`src/rtl/ptd_pkg.sv`:
```
// types and constants for the periodic task dispatch table
// no dependencies
`timescale 1ns / 1ps
`default_nettype none
package ptd_pkg;

   typedef enum logic [2:0] {
      OP_TICK   = 3'd0,
      OP_ADD    = 3'd1,
      OP_PAUSE  = 3'd2,
      OP_RESUME = 3'd3,
      OP_MODIFY = 3'd4,
      OP_REMOVE = 3'd5,
      OP_QUERY  = 3'd6,
      OP_CLEAR  = 3'd7
   } opcode_type;

   typedef enum logic [3:0] {
      ST_IDLE,
      ST_TICK_RD,
      ST_TICK_EV,
      ST_FLUSH,
      ST_ADD,
      ST_CLEAR,
      ST_FIND_RD,
      ST_FIND_EV,
      ST_NOT_FOUND,
      ST_SHIFT_RD,
      ST_SHIFT_EV,
      ST_REM_DONE
   } state_type;

   localparam int CSR_INDEX_W = 1;
   localparam logic [CSR_INDEX_W-1:0] CSR_MAX_INTERVAL     = 1'd0;
   localparam logic [CSR_INDEX_W-1:0] CSR_DEFAULT_INTERVAL = 1'd1;

   localparam logic [30:0] MAX_INTERVAL_RESET     = 31'h7FFF_FFFF;
   localparam logic [30:0] DEFAULT_INTERVAL_RESET = 31'd50;

   localparam logic [1:0] STAT_PAUSED   = 2'd0;
   localparam logic [1:0] STAT_PERIODIC = 2'd1;
   localparam logic [1:0] STAT_ONESHOT  = 2'd2;
   localparam logic [1:0] STAT_INVALID  = 2'd3;

   localparam logic KIND_ACK      = 1'b0;
   localparam logic KIND_DISPATCH = 1'b1;

   // controller to datapath
   typedef struct packed {
      logic load;
      logic rd_next;
      logic ev_tick;
      logic ev_find;
      logic ev_shift;
      logic do_add;
      logic do_clear;
      logic ack_fail;
      logic rem_done;
      logic flush;
   } cmd_type;

   // datapath to controller
   typedef struct packed {
      logic scan_end;
      logic shift_end;
      logic match;
      logic is_remove;
   } stat_type;

endpackage
`default_nettype wire

```
`src/rtl/ptd_ram.sv`:
```
// generic single write port ram with registered read
// no dependencies
`timescale 1ns / 1ps
`default_nettype none
module ptd_ram #(
   parameter int WIDTH = 8,
   parameter int DEPTH = 16,
   localparam int AW = (DEPTH > 1) ? $clog2(DEPTH) : 1
) (
   input  wire logic             clock,
   input  wire logic             we,
   input  wire logic [AW-1:0]    waddr,
   input  wire logic [WIDTH-1:0] wdata,
   input  wire logic [AW-1:0]    raddr,
   output logic      [WIDTH-1:0] rdata
);

   logic [WIDTH-1:0] mem_ff [DEPTH];

   // write and registered read
   always_ff @(posedge clock) begin
      if (we) begin
         mem_ff[waddr] <= wdata;
      end
      rdata <= mem_ff[raddr];
   end

endmodule
`default_nettype wire

```
`src/rtl/ptd_ctrl.sv`:
```
// controller state machine for the task dispatch table
// depends on ptd_pkg
`timescale 1ns / 1ps
`default_nettype none
module ptd_ctrl (
   input  wire logic       clock,
   input  wire logic       reset,
   input  wire logic       start,
   input  wire logic [2:0] req_opcode,
   input  ptd_pkg::stat_type stat,
   output ptd_pkg::cmd_type  cmd,
   output logic            busy
);

   ptd_pkg::state_type state_ff, state_in;

   always_ff @(posedge clock) begin
      if (reset) begin
         state_ff <= ptd_pkg::ST_IDLE;
      end else begin
         state_ff <= state_in;
      end
   end

   // next state
   always_comb begin
      state_in = state_ff;
      unique case (state_ff)
         ptd_pkg::ST_IDLE: begin
            if (start) begin
               unique case (ptd_pkg::opcode_type'(req_opcode))
                  ptd_pkg::OP_TICK:  state_in = ptd_pkg::ST_TICK_RD;
                  ptd_pkg::OP_ADD:   state_in = ptd_pkg::ST_ADD;
                  ptd_pkg::OP_CLEAR: state_in = ptd_pkg::ST_CLEAR;
                  default:           state_in = ptd_pkg::ST_FIND_RD;
               endcase
            end
         end
         ptd_pkg::ST_TICK_RD: begin
            state_in = stat.scan_end ? ptd_pkg::ST_FLUSH : ptd_pkg::ST_TICK_EV;
         end
         ptd_pkg::ST_TICK_EV: state_in = ptd_pkg::ST_TICK_RD;
         ptd_pkg::ST_FIND_RD: begin
            state_in = stat.scan_end ? ptd_pkg::ST_NOT_FOUND : ptd_pkg::ST_FIND_EV;
         end
         ptd_pkg::ST_FIND_EV: begin
            priority if (stat.match && stat.is_remove) begin
               state_in = ptd_pkg::ST_SHIFT_RD;
            end else if (stat.match) begin
               state_in = ptd_pkg::ST_IDLE;
            end else begin
               state_in = ptd_pkg::ST_FIND_RD;
            end
         end
         ptd_pkg::ST_SHIFT_RD: begin
            state_in = stat.shift_end ? ptd_pkg::ST_REM_DONE : ptd_pkg::ST_SHIFT_EV;
         end
         ptd_pkg::ST_SHIFT_EV: state_in = ptd_pkg::ST_SHIFT_RD;
         default: state_in = ptd_pkg::ST_IDLE;
      endcase
   end

   // command outputs
   always_comb begin
      cmd = '0;
      busy = (state_ff != ptd_pkg::ST_IDLE);
      unique case (state_ff)
         ptd_pkg::ST_IDLE:      cmd.load = start;
         ptd_pkg::ST_TICK_EV:   cmd.ev_tick = 1'b1;
         ptd_pkg::ST_FLUSH:     cmd.flush = 1'b1;
         ptd_pkg::ST_ADD:       cmd.do_add = 1'b1;
         ptd_pkg::ST_CLEAR:     cmd.do_clear = 1'b1;
         ptd_pkg::ST_FIND_EV:   cmd.ev_find = 1'b1;
         ptd_pkg::ST_NOT_FOUND: cmd.ack_fail = 1'b1;
         ptd_pkg::ST_SHIFT_RD:  cmd.rd_next = 1'b1;
         ptd_pkg::ST_SHIFT_EV:  cmd.ev_shift = 1'b1;
         ptd_pkg::ST_REM_DONE:  cmd.rem_done = 1'b1;
         default:               cmd = '0;
      endcase
   end

endmodule
`default_nettype wire

```
`src/rtl/ptd_datapath.sv`:
```
// datapath of the task dispatch table: counters, entry ram, results
// depends on ptd_pkg and ptd_ram
`timescale 1ns / 1ps
`default_nettype none
module ptd_datapath #(
   parameter int MAX_ENTRIES = 16,
   parameter int KEY_WIDTH   = 16
) (
   input  wire logic        clock,
   input  wire logic        reset,
   input  ptd_pkg::cmd_type cmd,
   output ptd_pkg::stat_type stat,
   input  wire logic [2:0]  req_opcode,
   input  wire logic [15:0] req_task_key,
   input  wire logic [31:0] req_interval,
   input  wire logic [2:0]  req_start_mode,
   input  wire logic        csr_valid,
   input  wire logic [ptd_pkg::CSR_INDEX_W-1:0] csr_index,
   input  wire logic [31:0] csr_data,
   output logic             rsp_valid,
   output logic             rsp_kind,
   output logic [15:0]      rsp_task_key_res,
   output logic             rsp_ok,
   output logic [1:0]       rsp_status,
   output logic             rsp_last
);

   localparam int AW = (MAX_ENTRIES > 1) ? $clog2(MAX_ENTRIES) : 1;
   localparam int CW = $clog2(MAX_ENTRIES + 1);
   localparam int EW = KEY_WIDTH + 66;

   logic [2:0]           op_ff;
   logic [KEY_WIDTH-1:0] key_ff;
   logic [31:0]          ival_ff;
   logic [2:0]           mode_ff;
   logic [CW-1:0]        idx_ff, idx_in;
   logic [CW-1:0]        cnt_ff, cnt_in;
   logic [31:0]          tick_ff, tick_in;
   logic [30:0]          max_ff, def_ff;
   logic                 pend_ff, pend_in;
   logic [KEY_WIDTH-1:0] pend_key_ff, pend_key_in;
   logic [1:0]           pend_st_ff, pend_st_in;

   logic                 rv_in, rkind_in, rok_in, rlast_in;
   logic [15:0]          rkey_in;
   logic [1:0]           rst_in;

   logic                 we;
   logic [AW-1:0]        waddr, raddr;
   logic [EW-1:0]        wdata, rdata;

   logic [KEY_WIDTH-1:0] e_key;
   logic [1:0]           e_st;
   logic [31:0]          e_iv, e_due, diff;
   logic [CW-1:0]        idx_inc;
   logic                 due_now, full, iv_bad;
   logic [1:0]           add_st;
   logic [31:0]          add_iv;

   assign {e_key, e_st, e_iv, e_due} = rdata;
   assign idx_inc = idx_ff + CW'(1);
   assign diff    = tick_ff - e_due;
   assign due_now = (e_st != ptd_pkg::STAT_PAUSED) && !diff[31];
   assign full    = (cnt_ff == CW'(MAX_ENTRIES));
   assign iv_bad  = (ival_ff == 32'd0) || (ival_ff > {1'b0, max_ff});
   assign add_st  = (mode_ff[1:0] == ptd_pkg::STAT_INVALID) ? ptd_pkg::STAT_PERIODIC
                                                            : mode_ff[1:0];
   assign add_iv  = iv_bad ? {1'b0, def_ff} : ival_ff;
   assign raddr   = cmd.rd_next ? idx_inc[AW-1:0] : idx_ff[AW-1:0];

   assign stat.scan_end  = (idx_ff == cnt_ff);
   assign stat.shift_end = (idx_inc == cnt_ff);
   assign stat.match     = (e_key == key_ff);
   assign stat.is_remove = (op_ff == ptd_pkg::OP_REMOVE);

   ptd_ram #(
      .WIDTH(EW),
      .DEPTH(MAX_ENTRIES)
   ) u_ram (
      .clock(clock),
      .we(we),
      .waddr(waddr),
      .wdata(wdata),
      .raddr(raddr),
      .rdata(rdata)
   );

   // per-command updates
   always_comb begin
      idx_in      = idx_ff;
      cnt_in      = cnt_ff;
      tick_in     = tick_ff;
      pend_in     = pend_ff;
      pend_key_in = pend_key_ff;
      pend_st_in  = pend_st_ff;
      we          = 1'b0;
      waddr       = idx_ff[AW-1:0];
      wdata       = rdata;
      rv_in       = 1'b0;
      rkind_in    = ptd_pkg::KIND_ACK;
      rkey_in     = 16'(key_ff);
      rok_in      = 1'b0;
      rst_in      = ptd_pkg::STAT_PAUSED;
      rlast_in    = 1'b1;

      if (cmd.load) begin
         idx_in  = '0;
         pend_in = 1'b0;
         if (req_opcode == ptd_pkg::OP_TICK) begin
            tick_in = tick_ff + 32'd1;
         end
      end

      // tick scan: write back fired entries, hold one dispatch back for last
      if (cmd.ev_tick) begin
         idx_in = idx_inc;
         if (due_now) begin
            we = 1'b1;
            if (e_st == ptd_pkg::STAT_ONESHOT) begin
               wdata = {e_key, ptd_pkg::STAT_PAUSED, e_iv, e_due};
            end else begin
               wdata = {e_key, e_st, e_iv, tick_ff + e_iv};
            end
            if (pend_ff) begin
               rv_in    = 1'b1;
               rkind_in = ptd_pkg::KIND_DISPATCH;
               rkey_in  = 16'(pend_key_ff);
               rok_in   = 1'b1;
               rst_in   = pend_st_ff;
               rlast_in = 1'b0;
            end
            pend_in     = 1'b1;
            pend_key_in = e_key;
            pend_st_in  = e_st;
         end
      end

      if (cmd.flush && pend_ff) begin
         rv_in    = 1'b1;
         rkind_in = ptd_pkg::KIND_DISPATCH;
         rkey_in  = 16'(pend_key_ff);
         rok_in   = 1'b1;
         rst_in   = pend_st_ff;
      end

      if (cmd.do_add) begin
         rv_in = 1'b1;
         if (!full) begin
            we     = 1'b1;
            waddr  = cnt_ff[AW-1:0];
            wdata  = {key_ff, add_st, add_iv, tick_ff + (mode_ff[2] ? 32'd0 : add_iv)};
            cnt_in = cnt_ff + CW'(1);
            rok_in = 1'b1;
         end
      end

      if (cmd.do_clear) begin
         rv_in  = 1'b1;
         rok_in = 1'b1;
         cnt_in = '0;
      end

      if (cmd.ack_fail) begin
         rv_in = 1'b1;
      end

      // search step: act on the first matching entry
      if (cmd.ev_find) begin
         if (!stat.match) begin
            idx_in = idx_inc;
         end else if (!stat.is_remove) begin
            rv_in  = 1'b1;
            rok_in = 1'b1;
            unique case (ptd_pkg::opcode_type'(op_ff))
               ptd_pkg::OP_PAUSE: begin
                  we    = 1'b1;
                  wdata = {e_key, ptd_pkg::STAT_PAUSED, e_iv, e_due};
               end
               ptd_pkg::OP_RESUME: begin
                  we    = 1'b1;
                  wdata = {e_key, ptd_pkg::STAT_PERIODIC, e_iv, tick_ff + e_iv};
               end
               ptd_pkg::OP_MODIFY: begin
                  we = 1'b1;
                  if (mode_ff == {1'b0, ptd_pkg::STAT_PERIODIC} ||
                      mode_ff == {1'b0, ptd_pkg::STAT_ONESHOT}) begin
                     wdata = {e_key, mode_ff[1:0], ival_ff, tick_ff + ival_ff};
                  end else begin
                     wdata = {e_key, e_st, ival_ff, tick_ff + ival_ff};
                  end
               end
               ptd_pkg::OP_QUERY: rst_in = e_st;
               default: rst_in = ptd_pkg::STAT_PAUSED;
            endcase
         end
      end

      // remove: move the next entry down one place
      if (cmd.ev_shift) begin
         we     = 1'b1;
         wdata  = rdata;
         idx_in = idx_inc;
      end

      if (cmd.rem_done) begin
         rv_in  = 1'b1;
         rok_in = 1'b1;
         cnt_in = cnt_ff - CW'(1);
      end
   end

   // control registers
   always_ff @(posedge clock) begin
      if (reset) begin
         cnt_ff    <= '0;
         tick_ff   <= '0;
         pend_ff   <= 1'b0;
         rsp_valid <= 1'b0;
         max_ff    <= ptd_pkg::MAX_INTERVAL_RESET;
         def_ff    <= ptd_pkg::DEFAULT_INTERVAL_RESET;
      end else begin
         cnt_ff    <= cnt_in;
         tick_ff   <= tick_in;
         pend_ff   <= pend_in;
         rsp_valid <= rv_in;
         if (csr_valid && csr_index == ptd_pkg::CSR_MAX_INTERVAL) begin
            max_ff <= csr_data[30:0];
         end
         if (csr_valid && csr_index == ptd_pkg::CSR_DEFAULT_INTERVAL) begin
            def_ff <= csr_data[30:0];
         end
      end
   end

   // payload registers
   always_ff @(posedge clock) begin
      if (cmd.load) begin
         op_ff   <= req_opcode;
         key_ff  <= KEY_WIDTH'(req_task_key);
         ival_ff <= req_interval;
         mode_ff <= req_start_mode;
      end
      idx_ff           <= idx_in;
      pend_key_ff      <= pend_key_in;
      pend_st_ff       <= pend_st_in;
      rsp_kind         <= rkind_in;
      rsp_task_key_res <= rkey_in;
      rsp_ok           <= rok_in;
      rsp_status       <= rst_in;
      rsp_last         <= rlast_in;
   end

endmodule
`default_nettype wire

```
`src/rtl/periodic_task_dispatch_table_core.sv`:
```
// a tick reads then evaluates each held entry in turn, then flushes the held dispatch;
// a search reads and evaluates entries up to the first match; one operation at a time,
// a new start being taken only in the idle state, once the last one is done
// dispatches of a tick come out one per scanned due entry, the last flagged
// sync reset empties the table, zeroes the tick counter and reloads the registers
// depends on ptd_pkg, ptd_ctrl, ptd_datapath
`timescale 1ns / 1ps
`default_nettype none
module periodic_task_dispatch_table_core #(
   parameter int MAX_ENTRIES = 16,
   parameter int KEY_WIDTH   = 16
) (
   input  wire logic        clock,
   input  wire logic        reset,
   input  wire logic        start,
   output logic             busy,
   input  wire logic [2:0]  req_opcode,
   input  wire logic [15:0] req_task_key,
   input  wire logic [31:0] req_interval,
   input  wire logic [2:0]  req_start_mode,
   output logic             rsp_valid,
   output logic             rsp_kind,
   output logic [15:0]      rsp_task_key_res,
   output logic             rsp_ok,
   output logic [1:0]       rsp_status,
   output logic             rsp_last,
   input  wire logic        csr_valid,
   output logic             csr_ready,
   input  wire logic [ptd_pkg::CSR_INDEX_W-1:0] csr_index,
   input  wire logic [31:0] csr_data
);

   ptd_pkg::cmd_type  cmd;
   ptd_pkg::stat_type stat;

   // registers are always writable
   assign csr_ready = 1'b1;

   ptd_ctrl u_ctrl (
      .clock(clock),
      .reset(reset),
      .start(start),
      .req_opcode(req_opcode),
      .stat(stat),
      .cmd(cmd),
      .busy(busy)
   );

   ptd_datapath #(
      .MAX_ENTRIES(MAX_ENTRIES),
      .KEY_WIDTH(KEY_WIDTH)
   ) u_dp (
      .clock(clock),
      .reset(reset),
      .cmd(cmd),
      .stat(stat),
      .req_opcode(req_opcode),
      .req_task_key(req_task_key),
      .req_interval(req_interval),
      .req_start_mode(req_start_mode),
      .csr_valid(csr_valid),
      .csr_index(csr_index),
      .csr_data(csr_data),
      .rsp_valid(rsp_valid),
      .rsp_kind(rsp_kind),
      .rsp_task_key_res(rsp_task_key_res),
      .rsp_ok(rsp_ok),
      .rsp_status(rsp_status),
      .rsp_last(rsp_last)
   );

endmodule
`default_nettype wire

```
`config.mk`:
```
export PLATFORM = sky130hd
export DESIGN_NAME = periodic_task_dispatch_table_core
export DESIGN_NICKNAME = d
export VERILOG_FILES = /design/src/rtl/ptd_pkg.sv /design/src/rtl/ptd_ram.sv /design/src/rtl/ptd_ctrl.sv /design/src/rtl/ptd_datapath.sv /design/src/rtl/periodic_task_dispatch_table_core.sv
export SDC_FILE = /design/constraint.sdc
export NUM_CORES = 2
export LEC_CHECK = 0
export BUFFER_PORTS_ARGS = -buffer_cell sky130_fd_sc_hd__buf_2
export CORE_MARGIN = 2
export CORE_UTILIZATION = 35
export CTS_CLUSTER_DIAMETER = 120
export CTS_CLUSTER_SIZE = 14
export DETAILED_ROUTE_END_ITERATION = 10
export PLACE_DENSITY = 0.54
export SYNTH_ARGS = -nofsm -noshare
export SYNTH_HDL_FRONTEND = slang
export SYNTH_SLANG_ARGS = --single-unit
```
`constraint.sdc`:
```
create_clock -name clock -period 15.65 [get_ports clock]
set_clock_uncertainty 0.2 [all_clocks]
set_input_delay 3.13 -clock clock [delete_from_list [all_inputs] [get_ports clock]]
set_output_delay 3.13 -clock clock [all_outputs]
set_load 0.05 [all_outputs]
```
After elaboration in Yosys (flattened, before gate mapping)

Memory sizes are Yosys's and may differ from the RTL's. A register that Yosys moved wholly into a read port is not among the register bits.
Index checks and enable logic that the tools add are counted.
W data, S select, Z words.

Input port bits: 91
Register bits after elaboration: 203
Logic and storage cells: 164
Memories: 1
Bits in read-only memories: 0
Latch bits: 0
Output and inout port bits: 24
Memory bits (writable): 1312

Shifts and indexed selects: 0
Add/subtract/negate cells: 8
Multiplexer cells: 88
Eq/ne operators: 28
Reduce and logical (&&, ||, !) cells: 18
Multiply operators: 0
Div/mod/pow operators: 0
Magnitude comparators: 1
Bitwise gates (word level): 1

Memory list:

| name              | words | width | rd ports | clocked after Yosys merged registers in | write ports | RTL line      | text |
|---|---|---|---|---|---|---|---|
| u_dp.u_ram.mem_ff | 16    | 82    | 1        | 1                                       | 1           | ptd_ram.sv:18 | `logic [WIDTH-1:0] mem_ff [DEPTH];` |

Operators by type and width:

| cell                    | count |
|---|---|
| $mux W82                | 6 |
| $mux W66                | 4 |
| $pmux W82 S3            | 1 |
| $add A32 B32 Y32        | 3 |
| $mux W16                | 4 |
| $mux W32                | 2 |
| $mux W5                 | 9 |
| $mux W1                 | 44 |
| $add A32 B1 Y32 const B | 1 |
| $gt A32 B31 Y1          | 1 |
| $logic_not A32 Y1       | 1 |
| $sub A32 B32 Y32        | 1 |
| $pmux W4 S7             | 1 |
| $mux W4                 | 6 |
| $eq A16 B16 Y1          | 1 |
| $eq A4 B3 Y1 const B    | 4 |
| $eq A4 B4 Y1 const B    | 4 |
| $mux W2                 | 8 |
| $eq A3 B3 Y1 const B    | 4 |
| $add A5 B1 Y5 const B   | 2 |
| $eq A5 B5 Y1            | 2 |
| $eq A3 B2 Y1 const B    | 3 |
| $pmux W3 S3             | 1 |
| $eq A4 B2 Y1 const B    | 2 |
| 20 further kinds        | 29 |

Depth between registers and ports, before layout

Word-level depth: 14
Mapped depth: 24
Mapped depth without buffers: 24

Modules after synthesis

From an unflattened synthesis, not the netlist that was laid out.

Cells, all modules: 4242
Area total of the unflattened synthesis: 68007.7 µm²

Modules (own cells, without submodules):

| module                            | seq. area each (µm²) | area an instance (µm²) | times used | cells each |
|---|---|---|---|---|
| ptd_ram                           | 41039.4              | 50683.6                | 1          | 2103 |
| ptd_datapath                      | 4704.5               | 16883.7                | 1          | 2082 |
| ptd_ctrl                          | 80.1                 | 429.2                  | 1          | 55 |
| periodic_task_dispatch_table_core | 0.0                  | 11.3                   | 1          | 2 |

Least setup slack after synthesis

Ideal clock, no wire load.

Path kind: flip-flop to flip-flop
From: register u_dp.tick_ff[18]
To: memory u_dp.u_ram.mem_ff[1][0] (netlist bit), enable pin
Library setup time: 0.623 ns
Path buffers: 0
Slack: 6.707 ns
Stages on the path, launching flop included: 12
Arrival time: 8.120 ns
Required time: 14.827 ns
Cell sequence: dfxtp_1 > ha_1 > a21oi_1 > o21ai_0 > a221oi_1 > a211o_1 > a31oi_2 > nor2_2 > xnor3_2 > o21ai_0 > a21oi_1 > nor3_1

Word-level cells in the longest chain between the ends: 14

RTL lines:

| item                            | RTL line            | text |
|---|---|---|
| from (decl)                     | ptd_datapath.sv:38  | `logic [31:0] tick_ff, tick_in;` |
| from (signal assigned)          | ptd_datapath.sv:223 | `tick_ff <= tick_in;` |
| $sub A32 B32 Y32 *              | ptd_datapath.sv:62  | `assign diff = tick_ff - e_due;` |
| $logic_not A1 Y1 *              | ptd_datapath.sv:63  | `assign due_now = (e_st != ptd_pkg::STAT_PAUSED) && !diff[31];` |
| $logic_and A1 B1 Y1 *           | ptd_datapath.sv:63  |  |
| $mux W1 *                       | ptd_datapath.sv:117 | `if (due_now) begin` |
| $mux W1 *                       | ptd_datapath.sv:115 | `if (cmd.ev_tick) begin` |
| $mux W1                         | ptd_datapath.sv:148 | `if (!full) begin` |
| $mux W1 *                       | ptd_datapath.sv:146 | `if (cmd.do_add) begin` |
| $mux W1                         | ptd_datapath.sv:174 | `unique case (ptd_pkg::opcode_type'(op_ff))` |
| $mux W1                         | ptd_datapath.sv:171 | `end else if (!stat.is_remove) begin` |
| $mux W1                         | ptd_datapath.sv:169 | `if (!stat.match) begin` |
| $mux W1 *                       | ptd_datapath.sv:168 | `if (cmd.ev_find) begin` |
| $mux W1 *                       | ptd_datapath.sv:199 | `if (cmd.ev_shift) begin` |
| $mux W1 *                       | ptd_ram.sv:22       | `if (we) begin` |
| $mux W1 (not written as such) * | ptd_ram.sv:23       | `mem_ff[waddr] <= wdata;` |
| to (decl)                       | ptd_ram.sv:18       |  |

Every way passes the cells marked *; elsewhere a longest branch is shown, timed or not.

Worst setup path after layout

From: register u_dp.ival_ff[17]
To: memory u_dp.u_ram.mem_ff[9][16] (netlist bit), data pin

Word-level cells in the longest chain between the ends: 12

RTL lines:

| item                                                       | RTL line            | text |
|---|---|---|
| from (decl)                                                | ptd_datapath.sv:34  | `logic [31:0] ival_ff;` |
| from (signal assigned)                                     | ptd_datapath.sv:240 | `ival_ff <= req_interval;` |
| $gt A32 B31 Y1 / $logic_not A32 Y1 (equally long branches) | ptd_datapath.sv:65  | `assign iv_bad = (ival_ff == 32'd0) \|\| (ival_ff > {1'b0, max_ff});` |
| $logic_or A1 B1 Y1 *                                       | ptd_datapath.sv:65  |  |
| $mux W32 *                                                 | ptd_datapath.sv:68  | `assign add_iv = iv_bad ? {1'b0, def_ff} : ival_ff;` |
| $mux W32 *                                                 | ptd_datapath.sv:151 | `wdata = {key_ff, add_st, add_iv, tick_ff + (mode_ff[2] ? 32'd0 : add_iv)};` |
| $add A32 B32 Y32 *                                         | ptd_datapath.sv:151 |  |
| $mux W82 *                                                 | ptd_datapath.sv:148 |  |
| $mux W82 *                                                 | ptd_datapath.sv:146 |  |
| $pmux W82 S3                                               | ptd_datapath.sv:174 |  |
| $mux W82                                                   | ptd_datapath.sv:171 |  |
| $mux W82                                                   | ptd_datapath.sv:169 |  |
| $mux W82 *                                                 | ptd_datapath.sv:168 |  |
| $mux W82 *                                                 | ptd_datapath.sv:199 |  |
| via u_dp.u_ram.wdata[16]                                   | ptd_ram.sv:13       | `input wire logic [WIDTH-1:0] wdata,` |

The timed path passes the listed nets; every way through them passes the cells marked *.

==> results.toml <==
[outcome]
outcome = "finished clean"

[detailed_routing]
via_per_inst = 5.45
drt-total-wl_um = 180000
ant_nets = 0
routedWlPerCell_um = 26.7
drc = 0
drt_iter0_drc = 3714
via_count = 36600
first_pass_iters = 6

[worst_setup_path]
crit_type = "flop to flop"
reg2reg_depth = 23
arrival_ns = 7.47
crit_path_end_kind = "flop"
reg2reg_slack_ns = 8.39
worstPathRequired_ns = 15.86
critPathMaxFanout = 33
r2r-start = "u_dp.ival_ff[17]"
reg2reg_to = "u_dp.u_ram.mem_ff[9][16]"
start_kind = "flop"

[timing]
final.setup.tns_ns = 0
hold_violations = 0
timing.final.crit_period_ns = 7.26
fmax_ghz = 0.138
period_share = 0.464
tightest_slew_ns = 1.33
relSlewSlack = 0.110
rsz0062_at_grt = "no"
slew_violations = 0
setup_viol = 0

[synthesis]
avgSynthCellArea_um2 = 17.1
ys_seq_area_frac = 0.678
synth-async-reset-ratio = 0
yosysWarnings = 0
netlist.area_leader.share = 0.615
synth_area_leader_cell = "edfxtp_1"
synth.distinct_cells = 97
synth_seq_cells = 1597
synthesis.nets = 4195
synthTopCellsByArea = "edfxtp_1, mux4_2, dfxtp_1, ha_1, a21oi_1"
synth-edff-count = 1384
synthCells = 3942
synth_area_um2 = 67600
synth_top_flop_cell = "edfxtp_1"

[power]
seqPwrFrac = 0.477
p_clk_frac = 0.241
p_sw_w = 0.00427
cell_internal_pwr_w = 0.00896
comb_power_share = 0.281
p_leak_nw = 25.8
powerDensity_nw_per_um2 = 176
p_sw_frac = 0.322
max-vdd-ir-drop_mv = 0.112

[placement]
port_buffers = 112
gp_congestion = 0.884
dp_hpwl_um = 107000

[hold_path]
hold_path_depth = 1
min_from = "u_dp.pend_key_ff[14]"
hp-class = "flop to flop"
min_to = "u_dp.rsp_task_key_res[14]"

[global_routing]
grt_pass1_vias = 36500
met2_usage = 0.296
overflow = 0
groute.layer.met3.usage = 0.0248
grt_most_used_layer = "met2"
antenna_found_initial = 9
grt_use_met1 = 0.252
grt_pass1_wl_um = 259000
globalRouteTotalUtil = 0.180
grt_max_degree = 137

[finish]
finalNetCount = 4343
drive_above_1_share = 0.199
fin_util = 0.392
area_growth_pct = 11.5
fillCellCount = 17500

[clock_tree]
ctsResizeCount = 0
postCtsSetupBuffers = 0
htree_num_levels = 4
clock-sinks = 1597
clockRootBuffer = "clkbuf_16"
worstSkewPairLatency_ns = 0.81
cts_buffer_depth = 3
cts_tree = "built"
clk_pin_slew_ns = 0.07
tritoncts.num_buffers = 133
ctsHoldBuffers = 0

[floorplanning]
die_w_um = 443
die_area_um2 = 197000
rows = 161
initial_core_util = 0.352
core_um2 = 192000
die_h_um = 443
ios = 115

[job]
max-cap-violations = 0
## synth_stat cells, types with 8 or more instances
library cell / number
nand3_1: 42
nor2b_1: 17
and4_1: 8
xnor2_1: 93
o22ai_1: 13
a221oi_1: 11
ha_1: 159
a221o_1: 37
clkbuf_1: 118
a21o_1: 57
a31oi_1: 21
mux2i_1: 43
edfxtp_1: 1384
and3_1: 24
dfxtp_1: 213
o21bai_1: 19
o31ai_1: 9
a21oi_1: 185
nand2_1: 217
a222oi_1: 8
and2_1: 15
mux4_2: 410
inv_1: 94
nand4_1: 35
a22oi_1: 14
a211o_1: 39
or3_1: 10
and2_0: 30
nor3_1: 34
buf_2: 54
mux2_2: 21
xor2_1: 47
o21ai_1: 9
nor2_1: 181
o21a_1: 16
nand2b_1: 16
nor4_1: 11
o211ai_1: 13
o21ai_0: 101
## worst max-delay path: stages, from the launching register on
cell and delay (ns):
edfxtp_1 0.53, ha_1 0.36, a21o_1 0.16, a21o_1 0.16, a21oi_1 0.19, o21ai_0 0.19, a211oi_1 0.29, nand3_1 0.16
a21oi_4 0.15, buf_4 0.56, mux2i_1 0.26, nor2_1 0.06, ha_1 0.26, fa_1 0.45, a21oi_1 0.22, o22ai_1 0.15
a21o_1 0.28, and2_1 0.22, o211ai_1 0.20, a31oi_1 0.12, xor2_1 0.34, o21ai_0 0.13, o21a_1 0.23, o221ai_1 0.95
## power groups by stage
stage	Sequential, W	Combinational (W)	Clock [W]
2_1_floorplan	0.00623	0.00251	0
3_3_place_gp	0.00639	0.00368	0
3_5_place_dp	0.00640	0.00374	0
4_1_cts	0.00631	0.00375	0.00328
5_1_grt	0.00634	0.00403	0.00344
6_report	0.00631	0.00372	0.00319
## layer usage
layer,part of all wire,vias to the layer above
met3,0.048,223
met1,0.44,19200
met4,0.024,2
li1,-,16100
met2,0.49,1012
met5,0.000072,-
## worst max-delay path by stage
| stage | start | to | slack (ns) |
|---|---|---|---|
| 2_1_floorplan | u_dp.tick_ff[18] | u_dp.u_ram.mem_ff[1][0] | 6.71 |
| 3_3_place_gp | u_dp.ival_ff[17] | u_dp.u_ram.mem_ff[15][16] | 8.48 |
| 3_5_place_dp | u_dp.key_ff[13] | u_dp.u_ram.mem_ff[11][37] | 8.46 |
| 4_1_cts | u_dp.key_ff[13] | u_dp.u_ram.mem_ff[11][37] | 8.42 |
| 5_1_grt | u_dp.ival_ff[17] | u_dp.u_ram.mem_ff[9][16] | 7.90 |
| 6_report | u_dp.ival_ff[17] | u_dp.u_ram.mem_ff[9][16] | 8.39 |
## layout make-up
| type | count | area (um2) | share of cell area |
|---|---|---|---|
| Sequential cell | 1597 | 45800 | 0.608 |
| Multi-Input combinational cell | 2068 | 20800 | 0.276 |
| Clock buffer | 226 | 3760 | 0.0499 |
| Tap cell | 2526 | 3160 | 0.0419 |
| Timing Repair Buffer | 195 | 1220 | 0.0162 |
| Inverter | 95 | 359 | 0.00476 |
| Clock inverter | 14 | 245 | 0.00325 |
| Antenna cell | 1 | 2.50 | 0.0000332 |
## sequential cells by signal, summed over array words and instances (netlist names), 4 cells and up
register	count
u_dp.key_ff	16
u_dp.pend_key_ff	16
u_ctrl.state_ff	4
u_dp.cnt_ff	5
u_dp.rsp_task_key_res	16
u_dp.tick_ff	32
u_dp.ival_ff	32
u_dp.def_ff	31
u_dp.max_ff	31
u_dp.u_ram.mem_ff	1312
u_dp.u_ram.rdata	82
u_dp.idx_ff	5
## stage by stage
| step | power [W] | cells | setup slack (ns) | hold slack (ns) | instance area [um2] |
|---|---|---|---|---|---|
| 3_3_place_gp | 0.0101 | 6481 | 8.48 | 0.255 | 71400 |
| 2_1_floorplan | 0.00874 | 3942 | 6.71 | 0.205 | 67600 |
| 4_1_cts | 0.0133 | 6721 | 8.42 | 0.278 | 75400 |
| 6_report | 0.0132 | 6722 | 8.39 | 0.274 | 75400 |
| 5_1_grt | 0.0138 | 6721 | 7.90 | 0.291 | 75400 |
| 3_5_place_dp | 0.0101 | 6481 | 8.46 | 0.257 | 71400 |
## cells by family after synthesis
group,share of synthesized area
flops,0.678
simple gates,0.0472
compound gates,0.0621
mux,0.147
buf+inv,0.0168
fa+ha+maj,0.0303
xor+xnor,0.0185
other cells,0.0000555
## placed cells by master, fill, tap and decap left out, types with 10 or more instances in the layout
| cell type | Yosys | final |
|---|---|---|
| mux2_2 | 21 | 21 |
| mux4_2 | 410 | 410 |
| nand2_1 | 217 | 216 |
| nor3_2 | 0 | 12 |
| o211ai_1 | 13 | 13 |
| a221oi_1 | 11 | 11 |
| a21o_1 | 57 | 57 |
| o21ai_0 | 101 | 101 |
| xor2_1 | 47 | 46 |
| nand3_1 | 42 | 42 |
| clkbuf_1 | 118 | 89 |
| nand2b_1 | 16 | 16 |
| and3_1 | 24 | 24 |
| a211o_1 | 39 | 39 |
| buf_4 | 3 | 81 |
| a22oi_1 | 14 | 14 |
| buf_2 | 54 | 111 |
| or3_1 | 10 | 10 |
| inv_1 | 94 | 93 |
| o21bai_1 | 19 | 19 |
| nor3_1 | 34 | 22 |
| a21oi_1 | 185 | 184 |
| edfxtp_1 | 1384 | 1384 |
| nor2_1 | 181 | 175 |
| nor4_1 | 11 | 11 |
| mux2i_1 | 43 | 42 |
| o22ai_1 | 13 | 13 |
| nand4_1 | 35 | 35 |
| a221o_1 | 37 | 37 |
| dfxtp_1 | 213 | 213 |
| clkbuf_16 | 0 | 137 |
| a31oi_1 | 21 | 21 |
| and2_1 | 15 | 14 |
| ha_1 | 159 | 159 |
| xnor2_1 | 93 | 91 |
| and2_0 | 30 | 30 |
| o21a_1 | 16 | 16 |
| nor2b_1 | 17 | 16 |
Note: power is estimated with default switching activity, not from simulation.
